File: src/hw/rtl/esra_pkg.sv
// Shared types, register-file map and the row-assembly microprogram.
package esra_pkg;

    typedef logic signed [63:0] q_t;

    // Grid point, velocity in the lowest bits.
    typedef struct packed {
        q_t t;
        q_t y;
        q_t lt;
        q_t mt;
        q_t mu;
        q_t u;
    } point_t;

    // Result of a multi-cycle arithmetic unit.
    typedef struct packed {
        logic done;
        logic sat;
        q_t   val;
    } unit_res_t;

    localparam q_t Q_ONE  = 64'sh0000_0001_0000_0000;
    localparam q_t Q_HALF = 64'sh0000_0000_8000_0000;
    localparam q_t Q_MAX  = 64'sh7FFF_FFFF_FFFF_FFFF;
    localparam q_t Q_MIN  = 64'sh8000_0000_0000_0000;

    // Configuration register indexes.
    localparam logic [1:0] CFG_CP_OVER_PR  = 2'd0;
    localparam logic [1:0] CFG_TURB_ENABLE = 2'd1;
    localparam logic [1:0] CFG_TURB_MULT   = 2'd2;

    // Register-file map: points 0..2, constants, temporaries.
    localparam logic [4:0] R_U0   = 5'd0;
    localparam logic [4:0] R_U1   = 5'd1;
    localparam logic [4:0] R_U2   = 5'd2;
    localparam logic [4:0] R_MU0  = 5'd3;
    localparam logic [4:0] R_MU1  = 5'd4;
    localparam logic [4:0] R_MU2  = 5'd5;
    localparam logic [4:0] R_MT0  = 5'd6;
    localparam logic [4:0] R_MT1  = 5'd7;
    localparam logic [4:0] R_MT2  = 5'd8;
    localparam logic [4:0] R_LT0  = 5'd9;
    localparam logic [4:0] R_LT1  = 5'd10;
    localparam logic [4:0] R_LT2  = 5'd11;
    localparam logic [4:0] R_Y0   = 5'd12;
    localparam logic [4:0] R_Y1   = 5'd13;
    localparam logic [4:0] R_Y2   = 5'd14;
    localparam logic [4:0] R_T0   = 5'd15;
    localparam logic [4:0] R_T1   = 5'd16;
    localparam logic [4:0] R_T2   = 5'd17;
    localparam logic [4:0] R_C    = 5'd18;
    localparam logic [4:0] R_F    = 5'd19;
    localparam logic [4:0] R_HALF = 5'd20;
    localparam logic [4:0] R_X0   = 5'd21;
    localparam logic [4:0] R_X1   = 5'd22;
    localparam logic [4:0] R_DY2  = 5'd23;
    localparam logic [4:0] R_DYF  = 5'd24;
    localparam logic [4:0] R_DYB  = 5'd25;
    localparam logic [4:0] R_DFE  = 5'd26;
    localparam logic [4:0] R_DBE  = 5'd27;
    localparam logic [4:0] R_DFM  = 5'd28;
    localparam logic [4:0] R_DBM  = 5'd29;
    localparam logic [4:0] R_A    = 5'd30;
    localparam logic [4:0] R_B    = 5'd31;

    localparam int NUM_LOAD = 21;
    localparam int PROG_LEN = 61;

    localparam logic [2:0] OP_ADD = 3'd0;
    localparam logic [2:0] OP_SUB = 3'd1;
    localparam logic [2:0] OP_NEG = 3'd2;
    localparam logic [2:0] OP_MUL = 3'd3;
    localparam logic [2:0] OP_RCP = 3'd4;

    localparam logic [2:0] O_NONE = 3'd0;
    localparam logic [2:0] O_RHS  = 3'd1;
    localparam logic [2:0] O_DIAG = 3'd2;
    localparam logic [2:0] O_SUB  = 3'd3;
    localparam logic [2:0] O_SUP  = 3'd4;

    localparam logic [1:0] C_ALL = 2'd0;
    localparam logic [1:0] C_SUB = 2'd1;
    localparam logic [1:0] C_SUP = 2'd2;

    typedef struct packed {
        logic [2:0] op;
        logic [4:0] a;
        logic [4:0] b;
        logic [4:0] d;
        logic [2:0] o;
        logic [1:0] cond;
    } uop_t;

    function automatic uop_t mk(input logic [2:0] op, input logic [4:0] a,
                                input logic [4:0] b, input logic [4:0] d,
                                input logic [2:0] o, input logic [1:0] cond);
        uop_t r;
        r.op   = op;
        r.a    = a;
        r.b    = b;
        r.d    = d;
        r.o    = o;
        r.cond = cond;
        return r;
    endfunction

    function automatic uop_t prog_rom(input logic [5:0] pc);
        uop_t r;
        unique case (pc)
            6'd0:  r = mk(OP_SUB, R_Y2,   R_Y0,  R_X0,  O_NONE, C_ALL);
            6'd1:  r = mk(OP_MUL, R_HALF, R_X0,  R_X0,  O_NONE, C_ALL);
            6'd2:  r = mk(OP_RCP, R_X0,   R_X0,  R_DY2, O_NONE, C_ALL);
            6'd3:  r = mk(OP_SUB, R_Y2,   R_Y1,  R_X0,  O_NONE, C_ALL);
            6'd4:  r = mk(OP_RCP, R_X0,   R_X0,  R_DYF, O_NONE, C_ALL);
            6'd5:  r = mk(OP_SUB, R_Y1,   R_Y0,  R_X0,  O_NONE, C_ALL);
            6'd6:  r = mk(OP_RCP, R_X0,   R_X0,  R_DYB, O_NONE, C_ALL);
            6'd7:  r = mk(OP_ADD, R_MU1,  R_MU2, R_X0,  O_NONE, C_ALL);
            6'd8:  r = mk(OP_MUL, R_C,    R_X0,  R_X0,  O_NONE, C_ALL);
            6'd9:  r = mk(OP_ADD, R_LT1,  R_LT2, R_X1,  O_NONE, C_ALL);
            6'd10: r = mk(OP_MUL, R_F,    R_X1,  R_X1,  O_NONE, C_ALL);
            6'd11: r = mk(OP_ADD, R_X0,   R_X1,  R_X0,  O_NONE, C_ALL);
            6'd12: r = mk(OP_MUL, R_HALF, R_X0,  R_DFE, O_NONE, C_ALL);
            6'd13: r = mk(OP_ADD, R_MU1,  R_MU0, R_X0,  O_NONE, C_ALL);
            6'd14: r = mk(OP_MUL, R_C,    R_X0,  R_X0,  O_NONE, C_ALL);
            6'd15: r = mk(OP_ADD, R_LT1,  R_LT0, R_X1,  O_NONE, C_ALL);
            6'd16: r = mk(OP_MUL, R_F,    R_X1,  R_X1,  O_NONE, C_ALL);
            6'd17: r = mk(OP_ADD, R_X0,   R_X1,  R_X0,  O_NONE, C_ALL);
            6'd18: r = mk(OP_MUL, R_HALF, R_X0,  R_DBE, O_NONE, C_ALL);
            6'd19: r = mk(OP_MUL, R_F,    R_MT2, R_X0,  O_NONE, C_ALL);
            6'd20: r = mk(OP_ADD, R_MU2,  R_X0,  R_X0,  O_NONE, C_ALL);
            6'd21: r = mk(OP_MUL, R_X0,   R_U2,  R_X0,  O_NONE, C_ALL);
            6'd22: r = mk(OP_MUL, R_F,    R_MT1, R_X1,  O_NONE, C_ALL);
            6'd23: r = mk(OP_ADD, R_MU1,  R_X1,  R_X1,  O_NONE, C_ALL);
            6'd24: r = mk(OP_MUL, R_X1,   R_U1,  R_X1,  O_NONE, C_ALL);
            6'd25: r = mk(OP_ADD, R_X0,   R_X1,  R_X0,  O_NONE, C_ALL);
            6'd26: r = mk(OP_MUL, R_HALF, R_X0,  R_DFM, O_NONE, C_ALL);
            6'd27: r = mk(OP_MUL, R_F,    R_MT0, R_X0,  O_NONE, C_ALL);
            6'd28: r = mk(OP_ADD, R_MU0,  R_X0,  R_X0,  O_NONE, C_ALL);
            6'd29: r = mk(OP_MUL, R_X0,   R_U0,  R_X0,  O_NONE, C_ALL);
            6'd30: r = mk(OP_MUL, R_F,    R_MT1, R_X1,  O_NONE, C_ALL);
            6'd31: r = mk(OP_ADD, R_MU1,  R_X1,  R_X1,  O_NONE, C_ALL);
            6'd32: r = mk(OP_MUL, R_X1,   R_U1,  R_X1,  O_NONE, C_ALL);
            6'd33: r = mk(OP_ADD, R_X0,   R_X1,  R_X0,  O_NONE, C_ALL);
            6'd34: r = mk(OP_MUL, R_HALF, R_X0,  R_DBM, O_NONE, C_ALL);
            6'd35: r = mk(OP_SUB, R_T2,   R_T1,  R_X0,  O_NONE, C_ALL);
            6'd36: r = mk(OP_MUL, R_DFE,  R_X0,  R_X0,  O_NONE, C_ALL);
            6'd37: r = mk(OP_MUL, R_X0,   R_DYF, R_X0,  O_NONE, C_ALL);
            6'd38: r = mk(OP_SUB, R_T1,   R_T0,  R_X1,  O_NONE, C_ALL);
            6'd39: r = mk(OP_MUL, R_DBE,  R_X1,  R_X1,  O_NONE, C_ALL);
            6'd40: r = mk(OP_MUL, R_X1,   R_DYB, R_X1,  O_NONE, C_ALL);
            6'd41: r = mk(OP_SUB, R_X0,   R_X1,  R_A,   O_NONE, C_ALL);
            6'd42: r = mk(OP_SUB, R_U2,   R_U1,  R_X0,  O_NONE, C_ALL);
            6'd43: r = mk(OP_MUL, R_DFM,  R_X0,  R_X0,  O_NONE, C_ALL);
            6'd44: r = mk(OP_MUL, R_X0,   R_DYF, R_X0,  O_NONE, C_ALL);
            6'd45: r = mk(OP_SUB, R_U1,   R_U0,  R_X1,  O_NONE, C_ALL);
            6'd46: r = mk(OP_MUL, R_DBM,  R_X1,  R_X1,  O_NONE, C_ALL);
            6'd47: r = mk(OP_MUL, R_X1,   R_DYB, R_X1,  O_NONE, C_ALL);
            6'd48: r = mk(OP_SUB, R_X0,   R_X1,  R_B,   O_NONE, C_ALL);
            6'd49: r = mk(OP_MUL, R_DY2,  R_A,   R_X0,  O_NONE, C_ALL);
            6'd50: r = mk(OP_MUL, R_DY2,  R_B,   R_X1,  O_NONE, C_ALL);
            6'd51: r = mk(OP_ADD, R_X0,   R_X1,  R_X0,  O_RHS,  C_ALL);
            6'd52: r = mk(OP_MUL, R_DFE,  R_DYF, R_X0,  O_NONE, C_ALL);
            6'd53: r = mk(OP_MUL, R_DBE,  R_DYB, R_X1,  O_NONE, C_ALL);
            6'd54: r = mk(OP_ADD, R_X0,   R_X1,  R_X0,  O_NONE, C_ALL);
            6'd55: r = mk(OP_MUL, R_DY2,  R_X0,  R_X0,  O_NONE, C_ALL);
            6'd56: r = mk(OP_NEG, R_X0,   R_X0,  R_X0,  O_DIAG, C_ALL);
            6'd57: r = mk(OP_MUL, R_DY2,  R_DBE, R_X0,  O_NONE, C_SUB);
            6'd58: r = mk(OP_MUL, R_X0,   R_DYB, R_X0,  O_SUB,  C_SUB);
            6'd59: r = mk(OP_MUL, R_DY2,  R_DFE, R_X0,  O_NONE, C_SUP);
            6'd60: r = mk(OP_MUL, R_X0,   R_DYF, R_X0,  O_SUP,  C_SUP);
            default: r = mk(OP_ADD, R_X0, R_X0,  R_X0,  O_NONE, C_ALL);
        endcase
        return r;
    endfunction

endpackage

File: src/hw/rtl/esra_regfile.sv
// Working register file: one write port, two registered read ports.
module esra_regfile (
    input  logic          clk,
    input  logic          we,
    input  logic [4:0]    waddr,
    input  esra_pkg::q_t  wdata,
    input  logic [4:0]    raddr_a,
    input  logic [4:0]    raddr_b,
    output esra_pkg::q_t  rdata_a,
    output esra_pkg::q_t  rdata_b
);
    import esra_pkg::*;

    q_t mem [32];
    q_t rd_a_reg;
    q_t rd_b_reg;

    always_ff @(posedge clk)
    begin
        if (we)
        begin
            mem[waddr] <= wdata;
        end
        rd_a_reg <= mem[raddr_a];
        rd_b_reg <= mem[raddr_b];
    end

    assign rdata_a = rd_a_reg;
    assign rdata_b = rd_b_reg;

endmodule

File: config.mk
export PLATFORM = sky130hd
export DESIGN_NAME = esra_regfile
export DESIGN_NICKNAME = d
export VERILOG_FILES = /design/src/hw/rtl/esra_pkg.sv /design/src/hw/rtl/esra_regfile.sv
export SDC_FILE = /design/constraint.sdc
export NUM_CORES = 2
export LEC_CHECK = 0
export BUFFER_PORTS_ARGS = -buffer_cell sky130_fd_sc_hd__buf_4
export CORE_MARGIN = 5
export CORE_UTILIZATION = 48
export CTS_BUF_LIST = sky130_fd_sc_hd__clkbuf_8
export DETAILED_ROUTE_END_ITERATION = 12
export PLACE_DENSITY = 0.68
export SYNTH_ARGS = -nofsm -noshare
export SYNTH_HDL_FRONTEND = slang
export SYNTH_SLANG_ARGS = --single-unit
File: constraint.sdc
create_clock -name clk -period 7.3 [get_ports clk]
set_input_delay 0 -clock clk [delete_from_list [all_inputs] [get_ports clk]]
set_output_delay 0 -clock clk [all_outputs]
set_load 0.02 [all_outputs]
==> results.md <==
- Horizontal die dimension: 459 um
- Net switching component of the power: 6.40 mW
- Vias per cell: 6.67
- Initial antenna violation count: 21
- Clk slew on worst S/H paths: 0.05 ns
- Required time worst endpoint: 8.19 ns
- Number of cells on the worst hold path: 3
- First-pass iteration count of the detailed router: 6
- Worst Hold Endpoint: rdata_a[55]
- Number of global-route vias before repair: 54600
- Top achievable clock speed: 0.267 GHz
- Fraction of synthesized cell area taken by the top area cell type: 63.6%
- Clk_skew: 0.0727 ns
- Main area contributors after synthesis: edfxtp_1 64%, mux4_2 24%, mux2i_1 3.7%
- Number of warnings reported in the yosys synthesis log: 0
- Depth of the worst register-to-register path: 7
- Power density relative to cell area: 245 nW/um^2
- Routed Wire Length: 283 mm
- Clock power frac: 39.1%
- Number of buffers inserted by post-CTS setup repair: 0
- Clock tree from TritonCTS: yes
- Synthesized netlist net count: 4522
- Worst Setup Path Type: in2reg
- DR WL/cell: 35.9 um
- Final Max Tran Viols: 0
- Number of levels in the clock H-tree: 5
- Syn Std Cell Area: 96700 um^2
- Number of filler cells placed in the layout: 15100
- Result of the run: finished, final reports clean
- Skew-Pair Late Insertion Delay: 1.08 ns
- Die Y-Extent: 459 um
- Worst Hold Launch: raddr_a[4]
- Core outline area: 200000 um^2
- Max Cap Viol: 0
- Wire length of the first global-routing pass: 403 mm
- Number of buffers inserted by hold repair at cts: 153
- Worst setup EP type: register
- GRT Overall Usage: 26.8%
- Data arrival time of the critical path: 4.64 ns
- Count of final setup violators: 0
- Maximum root-to-sink buffer count: 4
- Worst reg2reg path endpoint: rdata_a[38]
- Relative slew margins: 21.0%
- Clock sink count: 2176
- Post-detailed-placement half-perimeter wirelength: 151 mm
- Die Outline Area: 210000 um^2
- RSZ-0062 raised after global routing: false
- Largest net degree at the start of global routing: 122
- Cell-internal power: 20.5 mW
- Number of flops mapped to enable cells by yosys: 2048
- Startpoint type of the worst setup path: input port
- Number of nets in the layout: 5026
- Floorplan row count: 164
- Switching share of power: 23.8%
- Routability-driven placement congestion ratio: 0.781
- Final total power: 26.9 mW
- Syn_area_per_cell: 21.8 um^2
- Antenna-violating nets left: 0
- Ports placed on the boundary: 209
- Post-synth top flop: edfxtp_1
- Effective utilization at floorplan: 48.3%
- Cell count after synthesis: 4441
- Number of input and output port buffers inserted: 208
- Buffer type at the clock tree root: clkbuf_8
- Register area share after synthesis: 66.3%
- Min-delay worst type: in2reg
- Largest fanout on the critical path: 82
- GRT overflow: 0
- Gate power share: 8.7%
- Fraction of layout instances using a drive strength above 1: 37.2%
- Unique masters post-synth: 39
- Asr flop ratio synth: 0%
- Cts bufs inserted: 371
- Slew of the pin with the lowest slew margin: 1.18 ns
- R2r startpoint: mem[15][38]
- Register-to-Register Setup Slack: 4.20 ns
- VDD IR-drop max: 0.198 mV
- Register share of total power: 52.2%
- Cell type with the largest total area after synthesis: edfxtp_1
- Setup TNS: 0 ns
- Count of vias placed by the detailed router: 52600
- Number of design rule violations left after detail routing: 0
- Starting DRC count in detailed routing: 7051
- Leak: 35.9 nW
- Post-route clock period utilization: 51.3%
- CTS resizes: 0
- Total of flip-flops plus latches after synthesis: 2176
- Area added between synthesis and finish: 13.6%
- Clock period minus worst slack: 3.74 ns
- Final Hold Vio Count: 0
==> power by group through the flow <==
stage	sequential, mW	combinational (mW)	clock (mW)
final	14.0	2.34	10.5
after global routing	14.1	2.47	11.3
after CTS	14.1	2.35	10.7
after detailed placement	14.3	2.27	0
after global placement	14.3	2.26	0
after floorplan	14.3	1.32	0
==> how the worst max path moves through the flow <==
stage	start	to	depth (start not counted)
after floorplan	waddr[1]	mem[12][0]	3
after global placement	raddr_a[1]	rdata_a[23]	5
after detailed placement	raddr_b[4]	rdata_b[45]	6
after CTS	raddr_a[0]	rdata_a[38]	10
after global routing	raddr_a[0]	rdata_a[38]	10
final	raddr_a[0]	rdata_a[38]	10
==> final cells by class <==
class	instances	area [um^2]	share of cell area, %
Multi-Input combinational cell	1917	31100	28.3
Tap cell	2656	3320	3.03
Sequential cell	2176	64100	58.3
Inverter	1	11.3	0.0103
Timing Repair Buffer	478	4290	3.91
Clock inverter	249	1390	1.27
Clock buffer	407	5600	5.10
Antenna cell	8	20.0	0.0182
==> sequential cells by signal, indices dropped and copies added, names as in the netlist <==
register and flops:
mem 2048, rdata_b 64, rdata_a 64
==> Yosys cell counts, drive strengths merged (6+ instances only) <==
cell type	number
a211oi	6
a221oi	93
a22o	33
a22oi	18
a32o	38
buf	255
clkbuf	92
dfxtp	128
edfxtp	2048
mux2	56
mux2i	362
mux4	1039
nand2	87
nor2	46
nor2b	19
o21a	22
o22ai	38
==> through the flow <==
step	hold WS, ns	area (um^2)	instances	util, %	setup WS (ns)
6_report	0.149	110000	7892	54.9	3.56
5_1_grt	0.106	110000	7887	54.9	3.34
4_1_cts	0.0570	110000	7884	54.9	3.66
3_5_place_dp	0.412	101000	7075	50.6	3.96
3_3_place_gp	0.406	101000	7075	50.6	3.97
2_1_floorplan	0.0989	96700	4441	-	3.48
==> per-layer routing <==
metal	wire length (um)	GRT usage, %	vias to the layer above
li1	-	-	20700
met2	137000	43.3	3173
met1	108000	37.0	28200
met4	10500	9.34	6
met5	47	0	-
met3	27800	5.41	571
==> layout by cell type (no fill, tap or decap), types with 5 or more instances in the layout <==
master / n
a211oi_1: 6
a221oi_1: 93
a22o_1: 33
a22oi_1: 18
a32o_1: 38
buf_12: 22
buf_4: 296
buf_8: 5
bufinv_16: 13
clkbuf_8: 408
clkinv_1: 61
clkinv_2: 42
clkinvlp_4: 5
dfxtp_1: 128
diode_2: 8
dlygate4sd3_1: 153
edfxtp_1: 2048
inv_1: 121
mux2_2: 56
mux2i_1: 362
mux4_2: 1039
nand2_1: 87
nand3b_1: 5
nor2_1: 11
nor2_4: 35
nor2b_1: 12
nor2b_4: 6
o21a_1: 22
o22ai_1: 38
==> kinds of logic (layout without fill, tap and decap cells) <==
| kind of cell | Yosys count | count (layout) | synth area share [%] |
|---|---|---|---|
| compound gates | 276 | 276 | 2.37 |
| mux | 1457 | 1457 | 28.6 |
| other cells | 0 | 8 | 0 |
| simple gates | 184 | 184 | 0.857 |
| buf+inv | 348 | 1135 | 1.89 |
| flops | 2176 | 2176 | 66.3 |
==> worst max-delay path, cell delays in order <==
cell and delay, ns:
dlygate4sd3_1 0.56, buf_8 0.62, buf_12 0.61, mux4_2 0.60
mux2i_1 0.13, dlygate4sd3_1 0.57, o22ai_1 0.07, dlygate4sd3_1 0.61
a21o_1 0.17, dlygate4sd3_1 0.57
Power figures use the tool's default switching activity.
