[src/hw/rtl/esra_pkg.sv]
// Shared types, register-file map and the row-assembly microprogram.
package esra_pkg;

    typedef logic signed [63:0] q_t;

    // Grid point, velocity in the lowest bits.
    typedef struct packed {
        q_t t;
        q_t y;
        q_t lt;
        q_t mt;
        q_t mu;
        q_t u;
    } point_t;

    // Result of a multi-cycle arithmetic unit.
    typedef struct packed {
        logic done;
        logic sat;
        q_t   val;
    } unit_res_t;

    localparam q_t Q_ONE  = 64'sh0000_0001_0000_0000;
    localparam q_t Q_HALF = 64'sh0000_0000_8000_0000;
    localparam q_t Q_MAX  = 64'sh7FFF_FFFF_FFFF_FFFF;
    localparam q_t Q_MIN  = 64'sh8000_0000_0000_0000;

    // Configuration register indexes.
    localparam logic [1:0] CFG_CP_OVER_PR  = 2'd0;
    localparam logic [1:0] CFG_TURB_ENABLE = 2'd1;
    localparam logic [1:0] CFG_TURB_MULT   = 2'd2;

    // Register-file map: points 0..2, constants, temporaries.
    localparam logic [4:0] R_U0   = 5'd0;
    localparam logic [4:0] R_U1   = 5'd1;
    localparam logic [4:0] R_U2   = 5'd2;
    localparam logic [4:0] R_MU0  = 5'd3;
    localparam logic [4:0] R_MU1  = 5'd4;
    localparam logic [4:0] R_MU2  = 5'd5;
    localparam logic [4:0] R_MT0  = 5'd6;
    localparam logic [4:0] R_MT1  = 5'd7;
    localparam logic [4:0] R_MT2  = 5'd8;
    localparam logic [4:0] R_LT0  = 5'd9;
    localparam logic [4:0] R_LT1  = 5'd10;
    localparam logic [4:0] R_LT2  = 5'd11;
    localparam logic [4:0] R_Y0   = 5'd12;
    localparam logic [4:0] R_Y1   = 5'd13;
    localparam logic [4:0] R_Y2   = 5'd14;
    localparam logic [4:0] R_T0   = 5'd15;
    localparam logic [4:0] R_T1   = 5'd16;
    localparam logic [4:0] R_T2   = 5'd17;
    localparam logic [4:0] R_C    = 5'd18;
    localparam logic [4:0] R_F    = 5'd19;
    localparam logic [4:0] R_HALF = 5'd20;
    localparam logic [4:0] R_X0   = 5'd21;
    localparam logic [4:0] R_X1   = 5'd22;
    localparam logic [4:0] R_DY2  = 5'd23;
    localparam logic [4:0] R_DYF  = 5'd24;
    localparam logic [4:0] R_DYB  = 5'd25;
    localparam logic [4:0] R_DFE  = 5'd26;
    localparam logic [4:0] R_DBE  = 5'd27;
    localparam logic [4:0] R_DFM  = 5'd28;
    localparam logic [4:0] R_DBM  = 5'd29;
    localparam logic [4:0] R_A    = 5'd30;
    localparam logic [4:0] R_B    = 5'd31;

    localparam int NUM_LOAD = 21;
    localparam int PROG_LEN = 61;

    localparam logic [2:0] OP_ADD = 3'd0;
    localparam logic [2:0] OP_SUB = 3'd1;
    localparam logic [2:0] OP_NEG = 3'd2;
    localparam logic [2:0] OP_MUL = 3'd3;
    localparam logic [2:0] OP_RCP = 3'd4;

    localparam logic [2:0] O_NONE = 3'd0;
    localparam logic [2:0] O_RHS  = 3'd1;
    localparam logic [2:0] O_DIAG = 3'd2;
    localparam logic [2:0] O_SUB  = 3'd3;
    localparam logic [2:0] O_SUP  = 3'd4;

    localparam logic [1:0] C_ALL = 2'd0;
    localparam logic [1:0] C_SUB = 2'd1;
    localparam logic [1:0] C_SUP = 2'd2;

    typedef struct packed {
        logic [2:0] op;
        logic [4:0] a;
        logic [4:0] b;
        logic [4:0] d;
        logic [2:0] o;
        logic [1:0] cond;
    } uop_t;

    function automatic uop_t mk(input logic [2:0] op, input logic [4:0] a,
                                input logic [4:0] b, input logic [4:0] d,
                                input logic [2:0] o, input logic [1:0] cond);
        uop_t r;
        r.op   = op;
        r.a    = a;
        r.b    = b;
        r.d    = d;
        r.o    = o;
        r.cond = cond;
        return r;
    endfunction

    function automatic uop_t prog_rom(input logic [5:0] pc);
        uop_t r;
        unique case (pc)
            6'd0:  r = mk(OP_SUB, R_Y2,   R_Y0,  R_X0,  O_NONE, C_ALL);
            6'd1:  r = mk(OP_MUL, R_HALF, R_X0,  R_X0,  O_NONE, C_ALL);
            6'd2:  r = mk(OP_RCP, R_X0,   R_X0,  R_DY2, O_NONE, C_ALL);
            6'd3:  r = mk(OP_SUB, R_Y2,   R_Y1,  R_X0,  O_NONE, C_ALL);
            6'd4:  r = mk(OP_RCP, R_X0,   R_X0,  R_DYF, O_NONE, C_ALL);
            6'd5:  r = mk(OP_SUB, R_Y1,   R_Y0,  R_X0,  O_NONE, C_ALL);
            6'd6:  r = mk(OP_RCP, R_X0,   R_X0,  R_DYB, O_NONE, C_ALL);
            6'd7:  r = mk(OP_ADD, R_MU1,  R_MU2, R_X0,  O_NONE, C_ALL);
            6'd8:  r = mk(OP_MUL, R_C,    R_X0,  R_X0,  O_NONE, C_ALL);
            6'd9:  r = mk(OP_ADD, R_LT1,  R_LT2, R_X1,  O_NONE, C_ALL);
            6'd10: r = mk(OP_MUL, R_F,    R_X1,  R_X1,  O_NONE, C_ALL);
            6'd11: r = mk(OP_ADD, R_X0,   R_X1,  R_X0,  O_NONE, C_ALL);
            6'd12: r = mk(OP_MUL, R_HALF, R_X0,  R_DFE, O_NONE, C_ALL);
            6'd13: r = mk(OP_ADD, R_MU1,  R_MU0, R_X0,  O_NONE, C_ALL);
            6'd14: r = mk(OP_MUL, R_C,    R_X0,  R_X0,  O_NONE, C_ALL);
            6'd15: r = mk(OP_ADD, R_LT1,  R_LT0, R_X1,  O_NONE, C_ALL);
            6'd16: r = mk(OP_MUL, R_F,    R_X1,  R_X1,  O_NONE, C_ALL);
            6'd17: r = mk(OP_ADD, R_X0,   R_X1,  R_X0,  O_NONE, C_ALL);
            6'd18: r = mk(OP_MUL, R_HALF, R_X0,  R_DBE, O_NONE, C_ALL);
            6'd19: r = mk(OP_MUL, R_F,    R_MT2, R_X0,  O_NONE, C_ALL);
            6'd20: r = mk(OP_ADD, R_MU2,  R_X0,  R_X0,  O_NONE, C_ALL);
            6'd21: r = mk(OP_MUL, R_X0,   R_U2,  R_X0,  O_NONE, C_ALL);
            6'd22: r = mk(OP_MUL, R_F,    R_MT1, R_X1,  O_NONE, C_ALL);
            6'd23: r = mk(OP_ADD, R_MU1,  R_X1,  R_X1,  O_NONE, C_ALL);
            6'd24: r = mk(OP_MUL, R_X1,   R_U1,  R_X1,  O_NONE, C_ALL);
            6'd25: r = mk(OP_ADD, R_X0,   R_X1,  R_X0,  O_NONE, C_ALL);
            6'd26: r = mk(OP_MUL, R_HALF, R_X0,  R_DFM, O_NONE, C_ALL);
            6'd27: r = mk(OP_MUL, R_F,    R_MT0, R_X0,  O_NONE, C_ALL);
            6'd28: r = mk(OP_ADD, R_MU0,  R_X0,  R_X0,  O_NONE, C_ALL);
            6'd29: r = mk(OP_MUL, R_X0,   R_U0,  R_X0,  O_NONE, C_ALL);
            6'd30: r = mk(OP_MUL, R_F,    R_MT1, R_X1,  O_NONE, C_ALL);
            6'd31: r = mk(OP_ADD, R_MU1,  R_X1,  R_X1,  O_NONE, C_ALL);
            6'd32: r = mk(OP_MUL, R_X1,   R_U1,  R_X1,  O_NONE, C_ALL);
            6'd33: r = mk(OP_ADD, R_X0,   R_X1,  R_X0,  O_NONE, C_ALL);
            6'd34: r = mk(OP_MUL, R_HALF, R_X0,  R_DBM, O_NONE, C_ALL);
            6'd35: r = mk(OP_SUB, R_T2,   R_T1,  R_X0,  O_NONE, C_ALL);
            6'd36: r = mk(OP_MUL, R_DFE,  R_X0,  R_X0,  O_NONE, C_ALL);
            6'd37: r = mk(OP_MUL, R_X0,   R_DYF, R_X0,  O_NONE, C_ALL);
            6'd38: r = mk(OP_SUB, R_T1,   R_T0,  R_X1,  O_NONE, C_ALL);
            6'd39: r = mk(OP_MUL, R_DBE,  R_X1,  R_X1,  O_NONE, C_ALL);
            6'd40: r = mk(OP_MUL, R_X1,   R_DYB, R_X1,  O_NONE, C_ALL);
            6'd41: r = mk(OP_SUB, R_X0,   R_X1,  R_A,   O_NONE, C_ALL);
            6'd42: r = mk(OP_SUB, R_U2,   R_U1,  R_X0,  O_NONE, C_ALL);
            6'd43: r = mk(OP_MUL, R_DFM,  R_X0,  R_X0,  O_NONE, C_ALL);
            6'd44: r = mk(OP_MUL, R_X0,   R_DYF, R_X0,  O_NONE, C_ALL);
            6'd45: r = mk(OP_SUB, R_U1,   R_U0,  R_X1,  O_NONE, C_ALL);
            6'd46: r = mk(OP_MUL, R_DBM,  R_X1,  R_X1,  O_NONE, C_ALL);
            6'd47: r = mk(OP_MUL, R_X1,   R_DYB, R_X1,  O_NONE, C_ALL);
            6'd48: r = mk(OP_SUB, R_X0,   R_X1,  R_B,   O_NONE, C_ALL);
            6'd49: r = mk(OP_MUL, R_DY2,  R_A,   R_X0,  O_NONE, C_ALL);
            6'd50: r = mk(OP_MUL, R_DY2,  R_B,   R_X1,  O_NONE, C_ALL);
            6'd51: r = mk(OP_ADD, R_X0,   R_X1,  R_X0,  O_RHS,  C_ALL);
            6'd52: r = mk(OP_MUL, R_DFE,  R_DYF, R_X0,  O_NONE, C_ALL);
            6'd53: r = mk(OP_MUL, R_DBE,  R_DYB, R_X1,  O_NONE, C_ALL);
            6'd54: r = mk(OP_ADD, R_X0,   R_X1,  R_X0,  O_NONE, C_ALL);
            6'd55: r = mk(OP_MUL, R_DY2,  R_X0,  R_X0,  O_NONE, C_ALL);
            6'd56: r = mk(OP_NEG, R_X0,   R_X0,  R_X0,  O_DIAG, C_ALL);
            6'd57: r = mk(OP_MUL, R_DY2,  R_DBE, R_X0,  O_NONE, C_SUB);
            6'd58: r = mk(OP_MUL, R_X0,   R_DYB, R_X0,  O_SUB,  C_SUB);
            6'd59: r = mk(OP_MUL, R_DY2,  R_DFE, R_X0,  O_NONE, C_SUP);
            6'd60: r = mk(OP_MUL, R_X0,   R_DYF, R_X0,  O_SUP,  C_SUP);
            default: r = mk(OP_ADD, R_X0, R_X0,  R_X0,  O_NONE, C_ALL);
        endcase
        return r;
    endfunction

endpackage

[src/hw/rtl/esra_mul.sv]
// Q32.32 multiplier: four 32x32 partial products, then round and saturate.
module esra_mul (
    input  logic               clk,
    input  logic               rst_n,
    input  logic               start,
    input  esra_pkg::q_t       a,
    input  esra_pkg::q_t       b,
    output esra_pkg::unit_res_t res
);
    import esra_pkg::*;

    logic         busy_reg, busy_next;
    logic         fin_reg, fin_next;
    logic [1:0]   cnt_reg, cnt_next;
    logic [63:0]  x_reg, x_next;
    logic [63:0]  y_reg, y_next;
    logic         neg_reg, neg_next;
    logic [127:0] acc_reg, acc_next;

    logic [31:0]  xs;
    logic [31:0]  ys;
    logic [63:0]  pp;
    logic [127:0] pp_sh;
    logic [64:0]  s1;
    logic [63:0]  lim;
    logic         sat;

    always_comb
    begin
        xs = cnt_reg[1] ? x_reg[63:32] : x_reg[31:0];
        ys = cnt_reg[0] ? y_reg[63:32] : y_reg[31:0];
        pp = xs * ys;
        case (cnt_reg)
            2'd0:    pp_sh = {64'd0, pp};
            2'd3:    pp_sh = {pp, 64'd0};
            default: pp_sh = {32'd0, pp, 32'd0};
        endcase
    end

    always_comb
    begin
        busy_next = busy_reg;
        fin_next  = 1'b0;
        cnt_next  = cnt_reg;
        x_next    = x_reg;
        y_next    = y_reg;
        neg_next  = neg_reg;
        acc_next  = acc_reg;
        if (start)
        begin
            busy_next = 1'b1;
            cnt_next  = 2'd0;
            x_next    = a[63] ? 64'(~a + 64'd1) : 64'(a);
            y_next    = b[63] ? 64'(~b + 64'd1) : 64'(b);
            neg_next  = a[63] ^ b[63];
            acc_next  = '0;
        end
        else if (busy_reg)
        begin
            acc_next = acc_reg + pp_sh;
            cnt_next = cnt_reg + 2'd1;
            if (cnt_reg == 2'd3)
            begin
                busy_next = 1'b0;
                fin_next  = 1'b1;
            end
        end
    end

    always_ff @(posedge clk or negedge rst_n)
    begin
        if (!rst_n)
        begin
            busy_reg <= 1'b0;
            fin_reg  <= 1'b0;
            cnt_reg  <= '0;
        end
        else
        begin
            busy_reg <= busy_next;
            fin_reg  <= fin_next;
            cnt_reg  <= cnt_next;
        end
    end

    always_ff @(posedge clk)
    begin
        x_reg   <= x_next;
        y_reg   <= y_next;
        neg_reg <= neg_next;
        acc_reg <= acc_next;
    end

    // Round half away from zero on the magnitude, then range check.
    always_comb
    begin
        s1  = {1'b0, acc_reg[95:32]} + {64'd0, acc_reg[31]};
        lim = neg_reg ? 64'h8000_0000_0000_0000 : 64'h7FFF_FFFF_FFFF_FFFF;
        sat = (|acc_reg[127:96]) | s1[64] | (s1[63:0] > lim);
        res.done = fin_reg;
        res.sat  = sat;
        if (sat)
        begin
            res.val = neg_reg ? Q_MIN : Q_MAX;
        end
        else
        begin
            res.val = neg_reg ? q_t'(~s1[63:0] + 64'd1) : q_t'(s1[63:0]);
        end
    end

endmodule

[config.mk]
export PLATFORM = sky130hd
export DESIGN_NAME = esra_mul
export DESIGN_NICKNAME = d
export VERILOG_FILES = /design/src/hw/rtl/esra_pkg.sv /design/src/hw/rtl/esra_mul.sv
export SDC_FILE = /design/constraint.sdc
export NUM_CORES = 2
export LEC_CHECK = 0
export ABC_CLOCK_PERIOD_IN_PS = 20600
export BUFFER_PORTS_ARGS = -buffer_cell sky130_fd_sc_hd__buf_2
export CELL_PAD_IN_SITES_DETAIL_PLACEMENT = 1
export CELL_PAD_IN_SITES_GLOBAL_PLACEMENT = 1
export CORE_ASPECT_RATIO = 1.1
export CORE_UTILIZATION = 45
export CTS_CLUSTER_DIAMETER = 40
export DETAILED_ROUTE_END_ITERATION = 12
export PLACE_DENSITY = 0.78
export SYNTH_ARGS = -nofsm -noshare
export SYNTH_HDL_FRONTEND = slang
export SYNTH_SLANG_ARGS = --single-unit
[constraint.sdc]
create_clock -name clk -period 20.6 [get_ports clk]
set_input_delay 2.06 -clock clk [delete_from_list [all_inputs] [get_ports clk]]
set_output_delay 2.06 -clock clk [all_outputs]
set_load 0.02 [all_outputs]
==> flow_metrics.tcl <==
set metrics [dict create \
    hold_class "flop to flop" \
    globalRouteTotalUtil 0.350 \
    reg2reg_depth 42 \
    yosysWarnings 0 \
    cts_root_buf "clkbuf_16" \
    outcome "complete, but fails checks" \
    cts_tree "yes" \
    area_growth_pct 7.64 \
    synthTopCellsByArea "fa_1, ha_1, edfxtp_1, inv_1, nor2_1" \
    htreeDepth 2 \
    violations "capacitance limit, slew limit" \
    fin_crit_ps 16060 \
    grt-ovfl-total 0 \
    hold_start "acc_reg[21]$_SDFFE_PP0P_" \
    synth_fa_ha_area_frac 0.408 \
    cp_slowest_cell "mux2i_4" \
    tritoncts.num_buffers 50 \
    synth_top_area_cell "fa_1" \
    final_core_util 0.488 \
    vias 51800 \
    fillCellCount 15400 \
    synthCells 6944 \
    drive_gt1_frac 0.0792 \
    yosysTopAreaCellShare 0.308 \
    clock_latency_ps 660 \
    synth-main-ff-cell "edfxtp_1" \
    holdPathStages 2 \
    drt_wl_total_um 230000 \
    ant_nets 0 \
    setup_viol 0 \
    cpMostUsedCell "fa_1" \
    place.port_buffers 196 \
    worst_setup_path_start_kind "flop" \
    grt_pass1_vias 56300 \
    post-route-period-util 0.780 \
    end_kind "flop" \
    dieWidth_um 345 \
    routed_via_density 5.99 \
    rsz0062_at_grt "false" \
    synth_simple_gate_area_frac 0.170 \
    drc 0 \
    synth_top_family_by_area "adder cells" \
    post-cts-setup-buffer-count 0 \
    cts_sinks 261 \
    drv_cap 1 \
    relSlewSlack -0.0277 \
    cts_resized 0 \
    timing.setup.tns_ps 0 \
    ys_ff_latch 261 \
    critPathBufInv 8 \
    cts_buffer_depth 3 \
    fin_nets 8429 \
    fp-row-count 138 \
    cp_top_family "compound AO/OA/AOI/OAI gates" \
    ys_seq_area_frac 0.112 \
    antenna_found_initial 4 \
    core_sq_mm 0.129 \
    fmax_mhz 62.3 \
    synth_xor_area_frac 0.0572 \
    grt_start_max_net_pins 128 \
    async_flop_share 0.0153 \
    hold_violations 0 \
    synth_compound_area_frac 0.123 \
    clock_skew_ps 52.6 \
    cp_slowest_stage_delay_ps 1170 \
    arrival_ps 16600 \
    slew_viol_final 4 \
    synth_edf_count 129 \
    io_pins 197 \
    start_util 0.453 \
    min_to "acc_reg[21]$_SDFFE_PP0P_" \
    path_clk_slew_ps 60 \
    r2r-end "acc_reg[124]$_SDFFE_PP0P_" \
    synthesis.area_sq_mm 0.0583 \
    synth_mux_area_frac 0.0383 \
    avgSynthCellArea_sq_um 8.40 \
    worst_ep_required_time_ps 21140 \
    place_congestion 0.988 \
    drt-wirelength-per-cell_um 26.5 \
    largest_reg_flops 128 \
    die_area_sq_mm 0.131 \
    reg2reg_slack_ps 4540 \
    synth_fp_nets 8440 \
    timing.rr.start "cnt_reg[0]$_DFFE_PN0P_" \
    worstMarginPinSlew_ps 1530 \
    die_h_um 380 \
    n_antenna_cell 0 \
    drt_first_pass_iters 5 \
    drt_iter0_markers 3807 \
    dpl.hpwl_um 185000 \
    grt_pass1_wl_um 347000 \
    path_max_fanout 35 \
    hold_buffers 0 \
    path_class "flop to flop" \
    ys_types 98 \
]
[worst max path at each step]
| stage | slack, ps | startpoint | cells after the start | endpoint |
|---|---|---|---|---|
| after floorplan | 8290 | cnt_reg[1]$_DFFE_PN0P_ | 47 | acc_reg[124]$_SDFFE_PP0P_ |
| after global placement | 5040 | cnt_reg[1]$_DFFE_PN0P_ | 42 | acc_reg[124]$_SDFFE_PP0P_ |
| after detailed placement | 4840 | cnt_reg[1]$_DFFE_PN0P_ | 42 | acc_reg[124]$_SDFFE_PP0P_ |
| after CTS | 4740 | cnt_reg[1]$_DFFE_PN0P_ | 42 | acc_reg[124]$_SDFFE_PP0P_ |
| after global routing | 4020 | cnt_reg[0]$_DFFE_PN0P_ | 42 | acc_reg[124]$_SDFFE_PP0P_ |
| final | 4540 | cnt_reg[0]$_DFFE_PN0P_ | 42 | acc_reg[124]$_SDFFE_PP0P_ |
[worst reg2reg max path: cells and delay by family (launching register included)]
| family | cells | cell delay [ps] |
|---|---|---|
| and+or+nand+nor | 6 | 870 |
| adders and majority gates | 10 | 4830 |
| buffers and inverters | 8 | 1180 |
| muxes | 1 | 1180 |
| DFF | 1 | 680 |
| xor gates and xnor gates | 2 | 1020 |
| AOI/OAI and AO/OA | 15 | 6200 |
[placed cells by master, fill, tap and decap left out, types with 36 or more instances in the layout]
cell type,count
o21ai_0,227
mux2_2,59
dfxtp_1,128
xor2_1,96
buf_4,96
a21o_1,109
edfxtp_1,129
nor2_1,936
nor3_1,86
clkbuf_16,50
xnor2_1,283
a21oi_1,302
o22ai_1,52
a22o_1,101
nand2_1,691
inv_1,1029
nand4_1,113
o21bai_1,53
fa_1,897
mux2i_2,36
ha_1,467
and2_1,69
mux2i_1,106
a31oi_1,43
o31ai_1,49
nand3_1,68
nand2b_1,37
nor4_1,39
buf_2,195
[layout make-up]
cell class,count,area (sq um),area share
Tap cell,1680,2100,0.0335
Timing Repair Buffer,293,1730,0.0276
Inverter,1030,3870,0.0616
Clock inverter,41,507,0.00807
Multi-Input combinational cell,5297,46800,0.745
Clock buffer,52,1270,0.0202
Sequential cell,261,6550,0.104
[cells by family after synthesis]
kind of cell / Yosys count
AND/OR/NAND/NOR: 2227
buffers and inverters: 1386
adder cells (fa/ha/maj): 1365
AO/OA/AOI/OAI: 1110
XOR/XNOR: 380
flip-flops: 261
multiplexers: 215
[metrics by stage]
step | worst slack [ps] | hold slack (ps) | std cells | instance area, sq um
2_1_floorplan | 8290 | 467 | 6944 | 58300
6_report | 4540 | 501 | 8654 | 62800
3_5_place_dp | 4840 | 487 | 8561 | 61000
3_3_place_gp | 5040 | 481 | 8561 | 61000
5_1_grt | 4020 | 510 | 8654 | 62800
4_1_cts | 4740 | 494 | 8654 | 62800
[cells in the mapped netlist (21+ instances only)]
cell type / n
nor2b_1: 27
nand3_1: 68
a211oi_1: 24
inv_1: 1029
dfxtp_1: 128
mux2i_1: 151
and3_1: 30
fa_1: 897
xnor2_1: 283
nor3_1: 86
a31oi_1: 43
xor2_1: 96
o211ai_1: 21
nor4_1: 39
nand2b_1: 37
a21o_1: 109
ha_1: 468
o31ai_1: 49
nor2_1: 938
a22o_1: 101
a21oi_1: 302
o21ai_0: 227
mux2_2: 58
nand2_1: 691
clkbuf_1: 310
nand4_1: 113
edfxtp_1: 129
o22ai_1: 52
o21bai_1: 53
and2_1: 69
or3_1: 30
[layer usage]
| metal | part of all wire | GRT usage |
|---|---|---|
| met1 | 0.37 | 0.406 |
| met2 | 0.48 | 0.593 |
| met5 | 0.000057 | 0 |
| met4 | 0.081 | 0.238 |
| met3 | 0.070 | 0.0603 |
Power is left out: the tool's default activity adds up to more than one toggle a clock period on the data nets, which glitch-free logic cannot reach.
